**config.mk**
```make
export PLATFORM = sky130hd
export DESIGN_NAME = utf16le_to_utf8_converter_unit
export DESIGN_NICKNAME = d
export VERILOG_FILES = /design/src/rtl/core/u16u8_pkg.sv /design/src/rtl/core/utf16le_to_utf8_converter_unit.sv /design/src/rtl/core/u16u8_decode.sv
export SDC_FILE = /design/constraint.sdc
export NUM_CORES = 1
export LEC_CHECK = 0
export ABC_AREA = 1
export BUFFER_PORTS_ARGS = -buffer_cell sky130_fd_sc_hd__buf_2
export CAP_MARGIN = 30
export CORE_UTILIZATION = 35
export CTS_BUF_LIST = sky130_fd_sc_hd__clkbuf_4
export CTS_CLUSTER_SIZE = 10
export DETAILED_ROUTE_END_ITERATION = 16
export SLEW_MARGIN = 20
export SYNTH_ARGS = -nofsm -noshare
export SYNTH_HDL_FRONTEND = slang
export SYNTH_HIERARCHICAL = 1
export SYNTH_SLANG_ARGS = --single-unit
```
**constraint.sdc**
```tcl
create_clock -name aclk -period 3.02 [get_ports aclk]
set_clock_uncertainty 0.2 [all_clocks]
set_input_delay 0.906 -clock aclk [delete_from_list [all_inputs] [get_ports aclk]]
set_output_delay 0.906 -clock aclk [all_outputs]
set_load 0.01 [all_outputs]
```
**src/rtl/core/u16u8_pkg.sv**
```systemverilog
// Package: shared types for the UTF-16LE to UTF-8 converter.
`default_nettype none

package u16u8_pkg;

    localparam int unsigned MaxResults = 5;

    typedef struct packed {
        logic [7:0] in_byte;
        logic       final_byte;
    } u16u8_in_t;

    typedef struct packed {
        logic [7:0] out_byte;
        logic       run_end;
        logic       string_end;
    } u16u8_out_t;

    typedef struct packed {
        logic [7:0] low_half;
        logic       low_half_held;
        logic [9:0] lead_bits;
        logic       lead_held;
    } u16u8_state_t;

    // Results of one request, byte 0 leaves first; term marks the last as terminator.
    typedef struct packed {
        logic [MaxResults-1:0][7:0] bytes;
        logic [2:0]                 cnt;
        logic                       term;
    } u16u8_burst_t;

    localparam logic [7:0] Utf8Lead2 = 8'hc0;
    localparam logic [7:0] Utf8Lead3 = 8'he0;
    localparam logic [7:0] Utf8Lead4 = 8'hf0;
    localparam logic [7:0] Utf8Cont  = 8'h80;
    localparam logic [20:0] SuppBase = 21'h10000;

endpackage

`default_nettype wire

```
**src/rtl/core/utf16le_to_utf8_converter_unit.sv**
```systemverilog
// Top level: UTF-16LE to UTF-8 converter with result buffer and output register.
`default_nettype none

// Takes one UTF-16LE byte per request and decodes it in the cycle it is accepted;
// the 0 to 5 resulting UTF-8 bytes go into a small result buffer and leave through
// a registered output, one byte per cycle while the receiver takes them. A new
// request is taken once the buffer holds at most the byte now moving to the
// output, so the output port sets the rate: ASCII text moves one input byte per
// cycle while the output does not stall, a unit of two or more UTF-8 bytes or a
// surrogate pair holds back the next request until only its last byte is left,
// and the terminator counts as one more result byte.
module utf16le_to_utf8_converter_unit (
    input  wire                    aclk,
    input  wire                    aresetn,
    input  wire                    s_valid,
    output logic                   s_ready,
    input  wire u16u8_pkg::u16u8_in_t s_data,
    output logic                   m_valid,
    input  wire                    m_ready,
    output u16u8_pkg::u16u8_out_t  m_data
);
    import u16u8_pkg::*;

    u16u8_state_t state_reg, state_next;
    u16u8_state_t burst_new_state;
    u16u8_burst_t burst_reg, burst_next;
    u16u8_burst_t burst_new;
    u16u8_out_t   out_reg, out_next;
    logic         m_valid_reg, m_valid_next;
    logic         load_out;
    logic         accept;

    u16u8_decode u_decode (
        .state_cur (state_reg),
        .req       (s_data),
        .state_new (burst_new_state),
        .burst     (burst_new)
    );

    assign load_out = (burst_reg.cnt != 3'd0) && (!m_valid_reg || m_ready);
    assign s_ready  = (burst_reg.cnt == 3'd0) || ((burst_reg.cnt == 3'd1) && load_out);
    assign accept   = s_valid && s_ready;

    always_comb begin
        state_next   = state_reg;
        burst_next   = burst_reg;
        out_next     = out_reg;
        m_valid_next = m_valid_reg;
        if (m_ready) begin
            m_valid_next = 1'b0;
        end
        if (load_out) begin
            m_valid_next        = 1'b1;
            out_next.out_byte   = burst_reg.bytes[0];
            out_next.run_end    = (burst_reg.cnt == 3'd1);
            out_next.string_end = (burst_reg.cnt == 3'd1) && burst_reg.term;
            burst_next.bytes    = {8'h00, burst_reg.bytes[MaxResults-1:1]};
            burst_next.cnt      = burst_reg.cnt - 3'd1;
        end
        if (accept) begin
            state_next = burst_new_state;
            burst_next = burst_new;
        end
    end

    always_ff @(posedge aclk) begin
        if (!aresetn) begin
            state_reg     <= '0;
            burst_reg.cnt <= '0;
            m_valid_reg   <= 1'b0;
        end else begin
            state_reg     <= state_next;
            burst_reg.cnt <= burst_next.cnt;
            m_valid_reg   <= m_valid_next;
        end
        burst_reg.bytes <= burst_next.bytes;
        burst_reg.term  <= burst_next.term;
        out_reg         <= out_next;
    end

    assign m_valid = m_valid_reg;
    assign m_data  = out_reg;

`ifndef SYNTHESIS
    a_cnt_range: assert property (@(posedge aclk) disable iff (!aresetn)
        burst_reg.cnt <= 3'(MaxResults))
        else $error("result buffer count out of range");

    a_final_clears: assert property (@(posedge aclk) disable iff (!aresetn)
        (accept && s_data.final_byte)
        |=> (!state_reg.low_half_held && !state_reg.lead_held))
        else $error("state not cleared after final byte");

    a_low_held: assert property (@(posedge aclk) disable iff (!aresetn)
        (accept && !s_data.final_byte && !state_reg.low_half_held)
        |=> (state_reg.low_half_held && burst_reg.cnt == 3'd0))
        else $error("low byte not held or results produced");

    a_term_last: assert property (@(posedge aclk) disable iff (!aresetn)
        (m_valid && m_data.string_end) |-> m_data.run_end)
        else $error("terminator not last result of its request");
`endif

endmodule

`default_nettype wire

```
**src/rtl/core/u16u8_decode.sv**
```systemverilog
// Decode: pairs bytes into code units and forms the UTF-8 bytes of one request.
`default_nettype none

module u16u8_decode (
    input  wire u16u8_pkg::u16u8_state_t state_cur,
    input  wire u16u8_pkg::u16u8_in_t    req,
    output u16u8_pkg::u16u8_state_t      state_new,
    output u16u8_pkg::u16u8_burst_t      burst
);
    import u16u8_pkg::*;

    logic [15:0] unit;
    logic [20:0] cp;
    logic        is_surr;
    logic        is_trail;
    logic        is_lead;

    assign unit     = {req.in_byte, state_cur.low_half};
    assign is_surr  = (unit[15:11] == 5'b11011);
    assign is_trail = is_surr && unit[10];
    assign is_lead  = is_surr && !unit[10];
    assign cp       = {1'b0, state_cur.lead_bits, unit[9:0]} + SuppBase;

    always_comb begin
        state_new = state_cur;
        burst     = '0;
        if (!state_cur.low_half_held) begin
            state_new.low_half      = req.in_byte;
            state_new.low_half_held = 1'b1;
        end else begin
            state_new.low_half      = '0;
            state_new.low_half_held = 1'b0;
            state_new.lead_held     = 1'b0;
            state_new.lead_bits     = '0;
            if (state_cur.lead_held && is_trail) begin
                burst.bytes[0] = Utf8Lead4 | {5'd0, cp[20:18]};
                burst.bytes[1] = Utf8Cont | {2'd0, cp[17:12]};
                burst.bytes[2] = Utf8Cont | {2'd0, cp[11:6]};
                burst.bytes[3] = Utf8Cont | {2'd0, cp[5:0]};
                burst.cnt      = 3'd4;
            end else if (!is_surr) begin
                if (unit[15:7] == 9'd0) begin
                    burst.bytes[0] = {1'b0, unit[6:0]};
                    burst.cnt      = 3'd1;
                end else if (unit[15:11] == 5'd0) begin
                    burst.bytes[0] = Utf8Lead2 | {3'd0, unit[10:6]};
                    burst.bytes[1] = Utf8Cont | {2'd0, unit[5:0]};
                    burst.cnt      = 3'd2;
                end else begin
                    burst.bytes[0] = Utf8Lead3 | {4'd0, unit[15:12]};
                    burst.bytes[1] = Utf8Cont | {2'd0, unit[11:6]};
                    burst.bytes[2] = Utf8Cont | {2'd0, unit[5:0]};
                    burst.cnt      = 3'd3;
                end
            end else if (is_lead) begin
                state_new.lead_bits = unit[9:0];
                state_new.lead_held = 1'b1;
            end
        end
        if (req.final_byte) begin
            // terminator byte is already zero in the cleared slot
            burst.cnt  = burst.cnt + 3'd1;
            burst.term = 1'b1;
            state_new  = '0;
        end
    end

endmodule

`default_nettype wire

```
==> out/metrics.csv, run 1 <==
stage,metric,value,unit
sta,fin crit share,85.0,%
sta,setup violators final,0,
sta,final hold vios,0,
yosys,largest cells by area after synthesis,"edfxtp_1, nand2_1, dfxtp_1, nor2_1, o21ai_0",
yosys,Netlist cell types,34,
cells_and_area,area grow syn2layout,7.08,%
global_routing,first-pass GRT wire length,14200,um
critical_path,"Req. time, crit path",1910,ps
sta,Max Fclk,389,MHz
cells_and_area,Nets,534,
drt,Initial DRC Count,226,
placement,placer's final routability congestion estimate,0.875,
sta,Final Max Tran Viols,0,
yosys,Post-Syn Instances,499,
power,Leak,1.93,nW
clock_tree,clock tree sinks,75,
sta,unrepaired setup endpoints after global routing,no,
critical_path,CP Max Fanout,4,
drt,DR DRC count,0,
drt,Antenna Nets Post-Route,0,
placement,HPWL Detailed,5790,um
flow_run,max-cap viol count,0,
yosys,simple-gate share of the synthesized area,28.7,%
global_routing,pin count of the biggest net entering global routing,62,
clock_tree,Post-CTS Resized,0,
sta,Slew @ Worst Pin,834,ps
yosys,proportion of synthesized area in mux cells,0,%
yosys,"EDFF count, synth",51,
yosys,Yosys top cell area share,38.4,%
global_routing,Total Routing Usage GR,15.7,%
yosys,cell taking the most area after synthesis,edfxtp_1,
critical_path,critical path launch point type,flop,
global_routing,total gr overflow,0,
cells_and_area,share of cells above drive strength 1,12.1,%
min_path,Tightest Hold Check Type,flop to flop,
cells_and_area,max FFs per register,44,
yosys,#FFs+latches synth,75,
clock_tree,Clock Latency Late Sink,420,ps
placement,Placed Cells incl. Taps,645,
drt,drt via density,4.70,
global_routing,vias in the first global route,2927,
critical_path,CP Class,flop to primary output,
yosys,XOR/XNOR Fraction of Synth Area,1.10,%
clock_tree,post-CTS setup buffers,0,
clock_tree,Clock Root Buffer,clkbuf_4,
yosys,Avg Inst Size Synth,8.00,um^2
drt,via count,3108,
critical_path,"critical path, cell by cell","inv_1, ha_1, inv_1, nor2_2, nand2_1, nand2_2, buf_2",
yosys,"count leader, synth",nand2_1,
yosys,synth cell count leaders,"nand2_1, nor2_1, edfxtp_1",
yosys,largest family of logic cells by synthesized area,simple AND/OR/NAND/NOR gates,
drt,drt total wl,8400,um
die,core area,11000,um^2
placement,post-placement cell area,4130,um^2
cells_and_area,Final Util,38.9,%
sta,Rel. slew slack,44.2,%
clock_tree,Longest Clk Path Bufs,2,
yosys,"Seq/Total Area, Yosys",50.4,%
yosys,mapped cell area,3990,um^2
clock_tree,TritonCTS buffer count,9,
power,VDD IR-drop max,0.675,mV
global_routing,initial antenna violation count,0,
die,die area,11800,um^2
die,site row count,38,
die,Ports,25,
clock_tree,CTS tree,done,
sta,Tmin final,2570,ps
critical_path,Worst EP arrival,1460,ps
yosys,Syn. warnings,6,
cells_and_area,ant diodes,0,
yosys,adder-cell share of the synthesized area,1.57,%
critical_path,Most common cell on crit path,inv_1,
die,Initial Util,36.4,%
drt,TritonRoute pass-1 iters,5,
critical_path,slowest cell on the critical path,dfxtp_1,
clock_tree,CTS H-tree lvls,3,
status,outcome,"finished, final reports clean",
cells_and_area,Layout Cell Area excl Fill,4280,um^2
power,Power per Cell Area,939,nW/um^2
die,Die Wd,109,um
yosys,Synth Area in Compound Gates,7.24,%
critical_path,Crit. End Element,primary output,
die,Die H,109,um
drt,DR WL/cell,12.7,um
critical_path,CP peak stage delay,340,ps
placement,PortBufs,24,
clock_tree,CTS Hold Bufs,0,
yosys,async set-reset flop share out of synthesis,0,%
cells_and_area,"non-filler cells, final",661,
yosys,main flop type after synthesis,edfxtp_1,
sta,Setup TNS Final,0,ps
clock_tree,Worst-path clk slew,120,ps
layout by cell type (no fill, tap or decap), drive strengths merged:
| master | netlist | final |
|---|---|---|
| inv | 47 | 47 |
| and3 | 1 | 1 |
| nand3b | 1 | 1 |
| clkinvlp | 0 | 3 |
| clkinv | 0 | 2 |
| bufinv | 0 | 1 |
| conb | 1 | 11 |
| buf | 29 | 29 |
| nor2 | 81 | 81 |
| nand4 | 4 | 4 |
| o22ai | 1 | 1 |
| nand3 | 11 | 11 |
| o211ai | 1 | 1 |
| ha | 5 | 5 |
| xnor2 | 2 | 2 |
| nor3 | 1 | 1 |
| xor2 | 3 | 3 |
| or2 | 1 | 1 |
| nand2 | 176 | 176 |
| clkbuf | 4 | 10 |
| o21ai | 46 | 46 |
| dfxtp | 24 | 24 |
| a21oi | 9 | 9 |
| edfxtp | 51 | 51 |
final timing paths:
kind / from / end / slack, ps / depth (start not counted)
max: burst_reg[2] / s_ready / 450 / 7
min: burst_reg[6] / m_data[4] / 230 / 0
max reg2reg: state_reg[11] / state_reg[7] / 950 / 5
min reg2reg: burst_reg[6] / m_data[4] / 230 / 0
per-layer routing:
layer | routed length (um) | share of wire (%) | track usage, % | vias up
li1 | - | - | - | 1583
met1 | 3750 | 45 | 19.4 | 1440
met2 | 4160 | 50 | 27.1 | 72
met3 | 381 | 4.5 | 3.29 | 13
met4 | 102 | 1.2 | 5.31 | 0
met5 | 0 | 0 | 0 | -
worst max-delay path: cells and delay by family (launching register included):
kind                     cells  cell delay, ps
adder cells (fa/ha/maj)      1             160
buffers and inverters        3             280
flip-flops                   1             340
AND/OR/NAND/NOR              3             280
layout make-up:
cell class,count,area (um^2)
clock buffers,10,75.1
clock inverters,6,66.3
fillers,1184,6710
inverters,47,181
multi-input cells,354,1580
flip-flops and latches,75,2010
well taps,140,175
repair buffers,29,183
cell families (layout without fill, tap and decap cells):
| group | Yosys count | in the layout |
|---|---|---|
| xor gates and xnor gates | 5 | 5 |
| other | 1 | 11 |
| adders and majority gates | 5 | 5 |
| DFF | 75 | 75 |
| AOI/OAI and AO/OA | 57 | 57 |
| and+or+nand+nor | 276 | 276 |
| buffers and inverters | 80 | 92 |
power by group:
group	switching, mW	internal, mW	total (mW)
clock network	0.362	0.261	0.624
logic	0.971	0.453	1.42
registers	0.205	1.76	1.97
stage by stage:
stage                     power (mW)  worst slack (ps)  hold WS (ps)
after floorplan                 3.07              80.2           200
after global routing            4.37               315           239
after CTS                       4.07               414           231
after global placement          3.40               353           201
final                           4.02               452           233
after detailed placement        3.45               298           205
(Power assumes the default switching activity.)
==> inputs of run 2 (changes only) <==
Settings changed: PLACE_DENSITY from default to 0.55.
==> out/metrics.csv, run 2 (synthesized netlist as in run 1, its figures left out) <==
stage,metric,value,unit
status,outcome,"finished, final reports clean",
global_routing,Total Routing Usage GR,16.3,%
critical_path,CP Class,flop to primary output,
cells_and_area,Nets,533,
cells_and_area,"non-filler cells, final",660,
critical_path,Worst EP arrival,1480,ps
die,Initial Util,36.4,%
sta,setup violators final,0,
cells_and_area,FF/Latch Area,2010,um^2
placement,Placed Cells incl. Taps,644,
power,VDD IR-drop max,0.538,mV
placement,PortBufs,24,
cells_and_area,"commonest non-fill, non-tap cell in the layout",nand2_1,
sta,Tmin final,2590,ps
clock_tree,Worst-path clk slew,110,ps
sta,final worst setup slack,430,ps
critical_path,critical path launch point type,flop,
sta,Max Fclk,386,MHz
cells_and_area,Multi-input gate area,1580,um^2
clock_tree,CTS Hold Bufs,0,
die,die area,11800,um^2
clock_tree,CTS H-tree lvls,3,
global_routing,first-pass GRT wire length,14300,um
cells_and_area,share of cells above drive strength 1,11.5,%
die,Ports,25,
clock_tree,Longest Clk Path Bufs,2,
drt,DR WL/cell,13.2,um
clock_tree,CTS tree,done,
placement,placer's final routability congestion estimate,0.876,
die,core area,11000,um^2
clock_tree,post-CTS setup buffers,0,
clock_tree,Clock Latency Late Sink,430,ps
cells_and_area,area grow syn2layout,5.99,%
drt,TritonRoute pass-1 iters,5,
placement,pre-CTS WS,193,ps
power,Leak,1.92,nW
global_routing,pin count of the biggest net entering global routing,54,
sta,final hold vios,0,
cells_and_area,max FFs per register,44,
placement,HPWL Detailed,5850,um
critical_path,CP Max Fanout,4,
cells_and_area,fill cell count,1150,
die,Die Wd,109,um
sta,unrepaired setup endpoints after global routing,no,
power,Power per Cell Area,928,nW/um^2
critical_path,Crit. End Element,primary output,
sta,Rel. slew slack,45.1,%
power,Final Power,3.92,mW
cells_and_area,"commonest cells after routing, fill and taps aside","nand2_1, nor2_1, edfxtp_1, inv_1, o21ai_0",
die,site row count,38,
flow_run,max-cap viol count,0,
drt,Initial DRC Count,204,
clock_tree,Clock Root Buffer,clkbuf_4,
die,Die H,109,um
clock_tree,clock tree sinks,75,
global_routing,vias in the first global route,2922,
clock_tree,Post-CTS Resized,0,
drt,drt total wl,8720,um
drt,drt via density,4.68,
min_path,Tightest Hold Check Type,flop to flop,
sta,Setup TNS Final,0,ps
drt,via count,3088,
global_routing,total gr overflow,0,
sta,Final Max Tran Viols,0,
clock_tree,TritonCTS buffer count,9,
global_routing,initial antenna violation count,0,
critical_path,"Req. time, crit path",1910,ps
cells_and_area,ant diodes,0,
sta,Slew @ Worst Pin,821,ps
drt,Antenna Nets Post-Route,0,
sta,fin crit share,85.8,%
drt,DR DRC count,0,
-- run 2: report_power, final --
group	switching [mW]	internal (mW)	leakage, nW	total (mW)
Clock	0.345	0.179	0.0655	0.523
Sequential	0.199	1.76	0.725	1.96
Combinational	0.986	0.452	1.13	1.44
Total	1.53	2.39	1.92	3.92
-- run 2: worst paths after layout --
kind / start / end / slack [ps] / cells after the start
worst max-delay path: burst_reg[2] / s_ready / 430 / 7
worst min register to register: burst_reg[7] / m_data[5] / 230 / 0
worst min-delay path: burst_reg[7] / m_data[5] / 230 / 0
worst max register to register: burst_reg[2] / burst_reg[12] / 900 / 10
-- run 2: through the flow --
step | hold WS (ps) | util (%) | cell area, um^2
6_report | 232 | 38.5 | 4230
3_5_place_dp | 206 | 37.6 | 4130
4_1_cts | 235 | 38.5 | 4230
3_3_place_gp | 203 | 37.6 | 4130
2_1_floorplan | 200 | - | 4030
5_1_grt | 243 | 38.5 | 4230
-- run 2: final cells by class --
cell class | instances | area share [%]
inverters | 47 | 4.29
flip-flops and latches | 75 | 47.5
clock inverters | 5 | 0.532
well taps | 140 | 4.14
clock buffers | 11 | 1.95
repair buffers | 28 | 4.14
multi-input cells | 354 | 37.4
-- run 2: critical path, stage by stage (launching register included) --
cell and delay [ps]:
dfxtp_1 330, inv_1 90, ha_1 170, inv_1 50, nor2_2 100, nand2_1 70, nand2_2 100, buf_2 140
-- run 2: per-layer routing --
metal	global-route usage [%]	part of all wire (%)
met5	0	0
met4	6.85	1.7
met3	3.95	3.2
met2	27.0	48
met1	20.3	47
